[src/osm_pkg.sv]
// Shared types and constants for the order statistic multiset.
// Holds command codes, sizing constants, the cell control word and the group result.
// No dependencies.
`default_nettype none

package osm_pkg;

    // Sizing of the cell row.
    localparam int CAPACITY = 256;
    localparam int GROUP    = 16;
    localparam int GROUP_W  = $clog2(GROUP);
    localparam int NGROUPS  = (CAPACITY + GROUP - 1) / GROUP;
    localparam int NCELLS   = NGROUPS * GROUP;
    localparam int IDX_W    = $clog2(NCELLS);
    localparam int OCC_W    = $clog2(CAPACITY + 1);

    // Answers used when there is no value to return.
    localparam logic [31:0] TOP_VALUE = 32'h7fff_ffff;
    localparam logic [31:0] BOT_VALUE = 32'h8000_0001;

    // Command codes.
    localparam logic [2:0] CMD_INSERT = 3'd0;
    localparam logic [2:0] CMD_REMOVE = 3'd1;
    localparam logic [2:0] CMD_RANK   = 3'd2;
    localparam logic [2:0] CMD_SELECT = 3'd3;
    localparam logic [2:0] CMD_PRED   = 3'd4;
    localparam logic [2:0] CMD_SUCC   = 3'd5;

    // Status codes.
    localparam logic [1:0] ST_OK   = 2'd0;
    localparam logic [1:0] ST_NONE = 2'd1;
    localparam logic [1:0] ST_FULL = 2'd2;

    // Sequencer states.
    typedef enum logic [1:0] {
        S_IDLE,
        S_GROUP,
        S_GLOBAL,
        S_COMMIT
    } state_t;

    // Control word broadcast to every cell.
    typedef struct packed {
        logic [2:0]       cmd;
        logic [31:0]      operand;
        logic             k_ok;
        logic [IDX_W-1:0] k_idx;
        logic             upd_ins;
        logic             upd_rem;
    } ctrl_t;

    // Registered reduction result of one group of cells.
    typedef struct packed {
        logic               hit;
        logic [31:0]        value;
        logic [GROUP_W-1:0] loc;
    } grp_res_t;

endpackage

`default_nettype wire

[src/osm_group.sv]
// Registered reduction over one group of cells.
// Picks the value and local index of the one marked cell, if any.
// Depends on osm_pkg.
`default_nettype none

module osm_group (
    input  wire logic                          clk,
    input  wire logic [osm_pkg::GROUP-1:0]     sel,
    input  wire logic [osm_pkg::GROUP*32-1:0]  values,
    output osm_pkg::grp_res_t                  res
);
    import osm_pkg::*;

    grp_res_t res_reg;
    grp_res_t res_next;

    // At most one cell is marked, so an OR of the gated words selects it.
    always_comb
    begin
        res_next = '0;
        for (int i = 0; i < GROUP; i++)
        begin
            if (sel[i])
            begin
                res_next.hit   = 1'b1;
                res_next.value = res_next.value | values[i*32 +: 32];
                res_next.loc   = res_next.loc | GROUP_W'(i);
            end
        end
    end

    always_ff @(posedge clk)
    begin
        res_reg <= res_next;
    end

    assign res = res_reg;

endmodule

`default_nettype wire

[config.mk]
export PLATFORM = sky130hd
export DESIGN_NAME = osm_group
export DESIGN_NICKNAME = d
export VERILOG_FILES = /design/src/osm_pkg.sv /design/src/osm_group.sv
export SDC_FILE = /design/constraint.sdc
export NUM_CORES = 1
export LEC_CHECK = 0
export BUFFER_PORTS_ARGS = -buffer_cell sky130_fd_sc_hd__buf_2
export CAP_MARGIN = 10
export CORE_AREA = 5 5 218 220
export CTS_CLUSTER_DIAMETER = 80
export CTS_CLUSTER_SIZE = 28
export DETAILED_ROUTE_END_ITERATION = 12
export DIE_AREA = 0 0 223 225
export PLACE_DENSITY = 0.34
export SYNTH_ARGS = -nofsm -noshare
export SYNTH_HDL_FRONTEND = slang
export SYNTH_SLANG_ARGS = --single-unit
[constraint.sdc]
create_clock -name clk -period 2.6 [get_ports clk]
set_clock_uncertainty 0.1 [all_clocks]
set_input_delay 0.13 -clock clk [delete_from_list [all_inputs] [get_ports clk]]
set_output_delay 0.13 -clock clk [all_outputs]
set_load 0.1 [all_outputs]
### After elaboration in Yosys (flattened, before gate mapping)

Index checks and enable logic that the tools add are counted.

| storage, ports and cells | value |
|---|---|
| output and inout bits | 37 |
| word-level logic and storage cells | 41 |
| bits in registers | 37 |
| input port bits | 529 |

| cells by class | value |
|---|---|
| reductions and logical operators | 4 |
| bitwise gates (word level) | 15 |
| multiplexer cells | 16 |

Operators by type and width:

| cell | number |
|---|---|
| $mux 36 | 15 |
| $or 32x32->32 | 15 |
| $mux 37 | 1 |
| $reduce_or 15->1 | 1 |
| $reduce_or 8->1 | 1 |
| $reduce_or 4->1 | 1 |
| $reduce_or 2->1 | 1 |

### Logic depth before layout (Yosys ltp)

| logic depth | value |
|---|---|
| word-level depth | 31 |
| depth in mapped cells | 5 |
| mapped depth without buffers | 3 |

### Least setup slack after synthesis

Ideal clock, no wire load.

| path | value |
|---|---|
| path type | reg2out |
| start point | register res_reg (netlist bit res[0]) |
| end point | output port res[0] (netlist bit) |
| buffers on the path | 0 |
| data required time | 2.370 ns |
| slack | 1.461 ns |
| cell stages (with the launch flop) | 1 |
| arrival time | 0.909 ns |
| cells stage by stage | dfxtp_1 |

RTL lines:

| item | line | source |
|---|---|---|
| from (decl) | osm_group.sv:14 | `grp_res_t res_reg;` |
| from (signal assigned) | osm_group.sv:34 | `res_reg <= res_next;` |
| to (decl) | osm_group.sv:10 | `output osm_pkg::grp_res_t res` |

No word-level cell between the ends.

==> metrics.md <==
| Metric | Value |
|---|---|
| Area of the multi-input gates | 2551 µm² |
| Worst Setup End Kind | register |
| DIE AREA | between 50000 and 60000 µm² |
| Layout cell share with drive strength beyond 1 | 0.5797 |
| Post-synthesis sequential area ratio | 0.1958 |
| Setup bufs post-CTS | 0 |
| Final min period | 2.459 ns |
| Status | finished, final reports clean |
| Leak Pwr | around 3.7 nW |
| Synth Net Count | 932 |
| Starting Density | 0.08392 |
| Final std cells w/o fill | 1626 |
| Library cells used by synthesis | 10 |
| Die X | approximately 220 µm |
| Htree depth | 2 |
| Setup TNS | 0 ns |
| DR DRC count | 0 |
| CP Max Fanout | 30 |
| Average wire per standard cell | 24.70 µm |
| Core area | 45090 µm² |
| Num Clock Sinks | 37 |
| Period utilization | 0.9457 |
| Ports | between 500 and 600 |
| Worst path required time | 2.77 ns |
| DR iter-0 viols | about 390 |
| Detailed Place HPWL | 31.73 mm |
| CTS Buffer Depth | 2 |
| Slew HR | 0.2671 |
| I/O Buffers | 565 |
| Post-route ant nets | 0 |
| DRT Wirelength | about 40 mm |
| Critical Path Max Stage Delay | 0.76 ns |
| CP max stage cell | buf_2 |
| Hold crit path type | primary input to register |
| Pin count of the biggest net entering global routing | 36 |
| Power Density | 327.5 nW/µm² |
| Synth Register Bits | 37 |
| Synth Instances | between 400 and 500 |
| Max FFs per register | 37 |
| CTS root buf | clkbuf_16 |
| Wire length of the first global-routing pass | 53.97 mm |
| Peak supply drop | 0.3383 mV |
| Synth-to-Final Area Change | 115.5% |
| Die H | 225 µm |
| Vias in the first global route | 7703 |
| Fillers | 5194 |
| WP data arrival | 2.63 ns |
| Crit start category | primary input |
| Buf+Inv Stages, Crit Path | 4 |
| Critical path's top delay family | buffers and inverters |
| Setup CP Type | primary input to register |
| Vias per Instance | 4.339 |
| Most frequent cell on the critical path | dlygate4sd3_1 |
| Initial antenna violation count | 6 |
| # rows | 78 |
| Max Cap Viol | 0 |
| GRT overflow | 0 |
| Hold Violations, Final | 0 |
| Cell area after synthesis | 3784 µm² |
| Setup violators final | 0 |
| Syn Area/Cell | 9.389 µm² |
| First-pass DRT Iterations | 5 |
| Worst-Margin Slew | 1.099 ns |
| Total track usage | 0.1488 |
| RSZ-0062 raised after global routing | no |
| Yosys warns | 0 |
| Final Max Tran Viols | 0 |
| Total CTS buffers | 5 |
| CP cell instances | buf_2, buf_4, a22o_1, a221oi_1, dlygate4sd3_1, nand4_1, dlygate4sd3_1 |
| Via count | 7056 |
| Register Area | 740.7 µm² |
| # nets final | 1551 |
| Clock transition at path regs | 0.08 ns |
| Fmax | just over 400 MHz |
| Gpl congestion | 0.8899 |
| Dpl cells | 1519 |
| CTS tree | yes |
| Final core occ | 0.1808 |
## metrics by stage
step / total power [mW] / worst slack [ns] / instance area (µm²) / hold slack, ns
finish: 2.671 / 0.1412 / 8154 / 0.3472
global placement: 1.659 / 0.5189 / 6995 / 0.2605
global route: 2.826 / 0.08961 / 8149 / 0.3828
detailed placement: 1.662 / 0.4842 / 6995 / 0.2654
CTS: 2.735 / 0.1735 / 8147 / 0.3495
floorplan: 1.059 / 1.461 / 3784 / 0.1454
## layout make-up
| cell class | instances | area share |
|---|---|---|
| repair buffers | 676 | 0.4800 |
| multi-input cells | 302 | 0.3129 |
| well taps | 600 | 0.09207 |
| diodes | 3 | 0.0009207 |
| flip-flops and latches | 37 | 0.09084 |
| clock buffers | 5 | 0.01534 |
| clock inverters | 3 | 0.007979 |
## logic make-up after synthesis
group / count (synthesis) / synth area share
buffers and inverters: 64 / 0.1300
flip-flops: 37 / 0.1958
AO/OA/AOI/OAI: 256 / 0.6009
AND/OR/NAND/NOR: 46 / 0.07341
## routing by layer
layer | global-route usage | part of all wire | wire length (µm)
met1 | 0.1684 | 0.39 | 15500
met2 | 0.2601 | 0.49 | 19580
met3 | 0.04364 | 0.082 | 3281
met4 | 0.06542 | 0.044 | 1764
met5 | 0 | 0.00085 | 34
## cell usage after synthesis (all sizes together)
cell type	count	area (µm²)
a221oi	128	1152
a22o	128	1121
buf	41	405.4
clkbuf	23	86.33
dfxtp	37	740.7
nand2	4	15.01
nand4	33	206.5
nor4	9	56.30
## placed cells by master (no fill, tap or decap), types with 5 or more instances in the layout
cell	count
buf_2	565
nand4_1	33
a221oi_2	5
clkbuf_16	5
nor4_1	9
a221oi_1	123
dlygate4sd3_1	96
a22o_1	128
dfxtp_1	37
buf_4	14
## power by group
group          internal (mW)  switching (mW)  total [mW]  leakage [nW]
Combinational          0.597           0.581        1.18          3.35
Sequential             0.572         0.00218       0.574         0.300
Clock                  0.552           0.367       0.919        0.0938
Total                   1.72           0.950        2.67          3.74
## what timing repair did
| item | 4_1_cts | 5_1_grt |
|---|---|---|
| endpoints found under the hold margin | 32 | 0 |
| gates resized for setup | 0 | 0 |
| hold buffers | 96 | 0 |
## final timing paths
check / startpoint / end / slack (ns) / cells after the start
worst max-delay path: sel[0] / res[32]$_DFF_P_ / 0.14 / 7
worst min-delay path: sel[14] / res[3]$_SDFF_PP1_ / 0.35 / 3
No activity file was read; power rests on OpenSTA's default activity.
