**config.mk**
```make
export PLATFORM = sky130hd
export DESIGN_NAME = osm_cell
export DESIGN_NICKNAME = d
export VERILOG_FILES = /design/src/osm_pkg.sv /design/src/osm_cell.sv
export SDC_FILE = /design/constraint.sdc
export NUM_CORES = 1
export LEC_CHECK = 0
export BUFFER_PORTS_ARGS = -buffer_cell sky130_fd_sc_hd__buf_2
export CAP_MARGIN = 30
export CELL_PAD_IN_SITES_DETAIL_PLACEMENT = 2
export CELL_PAD_IN_SITES_GLOBAL_PLACEMENT = 2
export CORE_MARGIN = 4
export CORE_UTILIZATION = 29
export DETAILED_ROUTE_END_ITERATION = 6
export HOLD_SLACK_MARGIN = 0.02
export PLACE_DENSITY = 0.94
export SETUP_SLACK_MARGIN = 0.1
export SYNTH_ARGS = -nofsm -noshare
export SYNTH_HDL_FRONTEND = slang
export SYNTH_SLANG_ARGS = --single-unit
export TNS_END_PERCENT = 1
```
**constraint.sdc**
```tcl
create_clock -name clk -period 14.3 [get_ports clk]
set_input_delay 2.86 -clock clk [delete_from_list [all_inputs] [get_ports clk]]
set_output_delay 2.86 -clock clk [all_outputs]
set_load 0.005 [all_outputs]
```
**src/osm_pkg.sv**
```systemverilog
// Shared types and constants for the order statistic multiset.
// Holds command codes, sizing constants, the cell control word and the group result.
// No dependencies.
`default_nettype none

package osm_pkg;

    // Sizing of the cell row.
    localparam int CAPACITY = 256;
    localparam int GROUP    = 16;
    localparam int GROUP_W  = $clog2(GROUP);
    localparam int NGROUPS  = (CAPACITY + GROUP - 1) / GROUP;
    localparam int NCELLS   = NGROUPS * GROUP;
    localparam int IDX_W    = $clog2(NCELLS);
    localparam int OCC_W    = $clog2(CAPACITY + 1);

    // Answers used when there is no value to return.
    localparam logic [31:0] TOP_VALUE = 32'h7fff_ffff;
    localparam logic [31:0] BOT_VALUE = 32'h8000_0001;

    // Command codes.
    localparam logic [2:0] CMD_INSERT = 3'd0;
    localparam logic [2:0] CMD_REMOVE = 3'd1;
    localparam logic [2:0] CMD_RANK   = 3'd2;
    localparam logic [2:0] CMD_SELECT = 3'd3;
    localparam logic [2:0] CMD_PRED   = 3'd4;
    localparam logic [2:0] CMD_SUCC   = 3'd5;

    // Status codes.
    localparam logic [1:0] ST_OK   = 2'd0;
    localparam logic [1:0] ST_NONE = 2'd1;
    localparam logic [1:0] ST_FULL = 2'd2;

    // Sequencer states.
    typedef enum logic [1:0] {
        S_IDLE,
        S_GROUP,
        S_GLOBAL,
        S_COMMIT
    } state_t;

    // Control word broadcast to every cell.
    typedef struct packed {
        logic [2:0]       cmd;
        logic [31:0]      operand;
        logic             k_ok;
        logic [IDX_W-1:0] k_idx;
        logic             upd_ins;
        logic             upd_rem;
    } ctrl_t;

    // Registered reduction result of one group of cells.
    typedef struct packed {
        logic               hit;
        logic [31:0]        value;
        logic [GROUP_W-1:0] loc;
    } grp_res_t;

endpackage

`default_nettype wire

```
**src/osm_cell.sv**
```systemverilog
// One cell of the sorted row: a stored value with its valid bit.
// Compares against the broadcast operand and shifts to or from its neighbors.
// Depends on osm_pkg.
`default_nettype none

module osm_cell (
    input  wire logic                      clk,
    input  wire logic                      rst_n,
    input  wire osm_pkg::ctrl_t            ctrl,
    input  wire logic [osm_pkg::IDX_W-1:0] idx,
    input  wire logic [31:0]               l_val,
    input  wire logic                      l_vld,
    input  wire logic                      l_lt,
    input  wire logic                      l_le,
    input  wire logic [31:0]               r_val,
    input  wire logic                      r_vld,
    input  wire logic                      r_lt,
    output logic [31:0]                    val,
    output logic                           vld,
    output logic                           lt,
    output logic                           le,
    output logic                           sel
);
    import osm_pkg::*;

    logic [31:0] val_reg;
    logic [31:0] val_next;
    logic        vld_reg;
    logic        vld_next;
    logic        eq;

    // Compare the stored value with the operand.
    always_comb
    begin
        lt = vld_reg && ($signed(val_reg) < $signed(ctrl.operand));
        le = vld_reg && ($signed(val_reg) <= $signed(ctrl.operand));
        eq = vld_reg && (val_reg == ctrl.operand);
    end

    // Mark this cell when it holds the word the command looks for.
    always_comb
    begin
        unique case (ctrl.cmd)
            CMD_REMOVE: sel = !lt && l_lt && eq;
            CMD_RANK:   sel = lt && !r_lt;
            CMD_SELECT: sel = ctrl.k_ok && (idx == ctrl.k_idx);
            CMD_PRED:   sel = lt && !r_lt;
            CMD_SUCC:   sel = vld_reg && !le && l_le;
            default:    sel = 1'b0;
        endcase
    end

    // Insert shifts larger values right; remove closes the gap from the right.
    always_comb
    begin
        val_next = val_reg;
        vld_next = vld_reg;
        if (ctrl.upd_ins && !le)
        begin
            val_next = l_le ? ctrl.operand : l_val;
            vld_next = vld_reg || l_vld;
        end
        else if (ctrl.upd_rem && !lt)
        begin
            val_next = r_val;
            vld_next = r_vld;
        end
    end

    always_ff @(posedge clk or negedge rst_n)
    begin
        if (!rst_n)
        begin
            vld_reg <= 1'b0;
        end
        else
        begin
            vld_reg <= vld_next;
        end
    end

    always_ff @(posedge clk)
    begin
        val_reg <= val_next;
    end

    assign val = val_reg;
    assign vld = vld_reg;

endmodule

`default_nettype wire

```
* Word-level counts from Yosys, hierarchy flattened
Index checks and enable logic that the tools add are counted.
Storage, ports and cells: bits in registers 33, output and inout port bits 36
Operators by class: order comparisons 2, equality and inequality tests 7, muxes and demuxes 6, reductions and logical operators 17
Operators with widths (count):
- two-way mux 32 bit | 3
- == test 32 bit | 1
- <= comparator 32 bit | 1
- less-than comparator 32 bit | 1
- logical AND 1 bit | 11
- == test 8 bit | 1
- == test 3 x 2 -> 1 bit, second input constant | 2
- == test 3 bit, second input constant | 2
- one-hot mux 1 bit (4 select lines) | 1
- == test 3 x 1 -> 1 bit, second input constant | 1
- zero test 1 bit | 3
- two-way mux 1 bit | 2
- nonzero test 2 bit | 1
- OR reduction 2 bit | 1
- logical OR 1 bit | 1

* Logic depth before layout (Yosys ltp)
depth in word-level cells 6, depth in mapped cells 10, gate-level depth less buffers 10

* Worst setup path after synthesis
No wires, ideal clock.
path kind in2out, start input port ctrl[25] (netlist name), end output port sel, arrival time 4.700 ns, required time 11.440 ns, setup slack 6.740 ns, stages 9, cell sequence inv_1 > ha_1 > a21oi_1 > nand2_1 > a221oi_1 > a311oi_1 > or3_1 > a211o_1 > nand4_1
Between the ends: longest elaborated chain between the ends 6
Ends and longest elaborated chain:
- start, declared | RTL line osm_cell.sv:9 | input wire osm_pkg::ctrl_t ctrl,
- <= comparator 32 bit or less-than comparator 32 bit (tied branches) | RTL line osm_cell.sv:36, osm_cell.sv:35
- logical AND 1 bit (on tied branches) | RTL line osm_cell.sv:36, osm_cell.sv:35
- zero test 1 bit (on tied branches) | RTL line osm_cell.sv:48, osm_cell.sv:44
- logical AND 1 bit (on tied branches) (2 in a row) | RTL line osm_cell.sv:48, osm_cell.sv:44
- one-hot mux 1 bit (4 select lines) (*) | RTL line osm_cell.sv:43 | unique case (ctrl.cmd)
- end, declared | RTL line osm_cell.sv:22 | output logic sel
Mark *: on every way between the ends. The rest lies on a longest branch, timed or not.

* Final worst setup path
start input port ctrl[30] (netlist name), end output port lt
Between the ends: longest elaborated chain between the ends 2
Ends and longest elaborated chain:
- less-than comparator 32 bit | RTL line osm_cell.sv:35 | lt = vld_reg && ($signed(val_reg) < $signed(ctrl.operand));
- logical AND 1 bit | RTL line osm_cell.sv:35
- end, declared | RTL line osm_cell.sv:20 | output logic lt,
Every way passes these cells.

==> impl_metrics.json <==
{
  "status": "complete, no violations",
  "first_pass_iters": 4,
  "hold_class": "flip-flop to flip-flop",
  "maxSlewHeadroom_pct": 43.4,
  "cts_tree": "built",
  "setup_viol_count_final": 0,
  "port-buffer-count": 160,
  "ys_ff_latch": 33,
  "largest_reg_flops": 32,
  "synth_commonest_cells": "mux2_2 (36), inv_1 (35), edfxtp_1 (32), ha_1 (32), mux2_4 (28)",
  "nFillCells": 1102,
  "ys.flop_type": "edfxtp_1",
  "first_iter_violations": 65,
  "required_ns": 11.44,
  "wirelength_um": 10500,
  "hold_viol": 0,
  "nets": 584,
  "mappedNetlistNets": 421,
  "grt_overflow_total": 0,
  "cp_max_fo": 4,
  "synth_xor_area_share_pct": 2.62,
  "drc": 0,
  "clk_pin_slew_ns": 0.08,
  "synth_edf_count": 32,
  "synthMuxAreaShare_pct": 28.1,
  "rsz0062_at_grt": "false",
  "post-place-ws_ns": 6.14,
  "setup-tns-final_ns": 0,
  "synthToLayoutAreaGrowth_pct": 35.7,
  "critPathMaxStageDelay_ns": 0.51,
  "synth_top_family_by_area": "multiplexers",
  "yosysMostFrequentCell": "mux2_2",
  "hpwl_um": 9030,
  "dieWidth_um": 110,
  "synthCells": 264,
  "ys_seq_area_share_pct": 32.7,
  "synth_top_area_share_pct": 31.9,
  "htreeDepth": 2,
  "synth-compound-area-share_pct": 7.72,
  "yosysUniqueCellTypes": 39,
  "coreArea_um2": 9950,
  "cp.arrival_ns": 5.29,
  "maxCapViolations": 0,
  "max_slew.worst_pin.slew_ns": 0.849,
  "period_share_pct": 57.0,
  "root_buffer": "clkbuf_8",
  "crit_slowest_cell": "a221oi_1",
  "cts_repair_resize_count": 0,
  "setup_ws_ns": 6.15,
  "post-cts-setup-buffers": 0,
  "slew_violations": 0,
  "row_count": 36,
  "cpLargestDelayFamily": "compound AO/OA/AOI/OAI gates",
  "clock_skew_ns": 0.00715,
  "power_density_nw_per_um2": 142,
  "yosys_warnings": 0,
  "ant_nets": 0,
  "syn_avg_cell_area_um2": 11.4,
  "crit_type": "input port to output pin",
  "die-area_um2": 12100,
  "synth_fa_ha_area_share_pct": 13.3,
  "antenna_found_initial": 0,
  "crit_chain": "buf_2 -> inv_1 -> ha_1 -> a21oi_1 -> o21ai_0 -> a221oi_1 -> nand2_1 -> or3_1 -> a21o_1 -> inv_1 -> buf_2",
  "drive_gt1_share_pct": 56.4,
  "grt_pass1_wl_um": 15800,
  "yosys.area_share.simple_pct": 9.09,
  "cellLeakagePower_nw": 2.03,
  "gp_congestion": 0.736,
  "async_flop_share_pct": 3.03,
  "cts.sinks": 33,
  "grt_usage_pct": 17.0,
  "ctsLongestPathBuffers": 2,
  "clk_latency_ns": 0.28,
  "crit_path_start_kind": "input port",
  "max_clock_freq_mhz": 123,
  "hold_slack_ns": 0.676,
  "chipHeight_um": 110,
  "syn_area_um2": 3010,
  "grt_pass1_vias": 3179,
  "yosys.area.top_type": "edfxtp_1",
  "final.min_clock_period_ns": 8.15,
  "cts_inserted_buffers": 5,
  "peakVddDrop_v": 0.0000433,
  "ios": 161,
  "start_util_pct": 30.3,
  "cts_hold_buf": 0,
  "via_per_inst": 4.90,
  "crit_path_end_kind": "output pin",
  "wl_per_cell_um": 18.7,
  "critPathBufInv": 4,
  "synth_area_leaders": "edfxtp_1 (32%), mux2_4 (14%), mux2_2 (13%), ha_1 (13%), inv_1 (4.4%)",
  "vias": 2748,
  "grt_max_degree": 34
}
cells in the final DEF (no fill, tap or decap), types with 2 or more instances in the layout:
master    netlist  final
inv_2           2      2
mux2_4         28     28
inv_1          35     35
edfxtp_1       32     32
or3_1           2      2
nand2b_1        2      2
nor2_1          5      5
o21bai_1        2      2
mux2_2         36     36
nor2b_1         3      3
clkbuf_8        0      5
nand2_1        10     10
xnor2_1         8      8
nor3_1          3      3
buf_2           0    160
ha_1           32     32
mux2i_1         2      2
a221oi_1        2      2
nand3_1         4      4
nand4_1        12     12
a21oi_1        15     15
o21ai_0         6      5
layer usage:
metal / wire length [µm] / up-vias / GRT usage (%)
met4: 166 / 0 / 4.10
met2: 6140 / 101 / 36.1
met3: 656 / 14 / 2.99
met1: 3550 / 1330 / 16.3
li1: - / 1303 / -
met5: 0 / - / 0
where the power goes:
group / switching, mW / total (mW) / internal (mW)
Sequential: 0.0222 / 0.186 / 0.164
Combinational: 0.160 / 0.309 / 0.148
Clock: 0.0363 / 0.0870 / 0.0507
cells by family after synthesis:
group / Yosys count
multiplexers: 66
adder cells (fa/ha/maj): 32
AO/OA/AOI/OAI: 34
buffers and inverters: 44
XOR/XNOR: 9
flip-flops: 33
AND/OR/NAND/NOR: 46
cell type report:
| class | instances | area, µm² | area share (%) |
|---|---|---|---|
| Tap cell | 133 | 166 | 4.07 |
| Inverter | 37 | 139 | 3.40 |
| Antenna cell | 1 | 2.50 | 0.0612 |
| Timing Repair Buffer | 163 | 847 | 20.7 |
| Multi-Input combinational cell | 187 | 1840 | 45.1 |
| Clock inverter | 2 | 35.0 | 0.857 |
| Clock buffer | 5 | 68.8 | 1.68 |
| Sequential cell | 33 | 986 | 24.1 |
metrics by stage:
step / area, µm² / power [mW] / utilization, % / cells
2_1_floorplan: 3010 / 0.374 / - / 264
3_3_place_gp: 3940 / 0.469 / 39.6 / 551
3_5_place_dp: 3970 / 0.502 / 39.9 / 552
4_1_cts: 4070 / 0.593 / 40.9 / 559
5_1_grt: 4090 / 0.628 / 41.0 / 560
6_report: 4090 / 0.581 / 41.1 / 561
worst paths after layout:
| check | startpoint | endpoint | slack [ns] | cells after the start |
|---|---|---|---|---|
| min reg2reg | vld$_DFFE_PN0P_ | vld$_DFFE_PN0P_ | 0.68 | 2 |
| max in group asynchronous | rst_n | vld$_DFFE_PN0P_ | 11.88 | 1 |
| min | vld$_DFFE_PN0P_ | vld$_DFFE_PN0P_ | 0.68 | 2 |
| max | ctrl[30] | lt | 6.15 | 11 |
| min in group asynchronous | rst_n | vld$_DFFE_PN0P_ | 2.33 | 1 |
| max reg2reg | val[14]$_DFFE_PP_ | val[2]$_DFFE_PP_ | 10.55 | 10 |
worst reg2reg max path, stage by stage, from the launching register on:
cell and delay (ns):
edfxtp_1 0.41, ha_1 0.34, nand4_1 0.18, nor4_1 0.53
nand2_1 0.19, nand2_1 0.14, mux2i_1 0.14, o31ai_4 0.55
buf_6 0.25, buf_4 0.37, mux2_2 0.41
(Power assumes the default switching activity.)
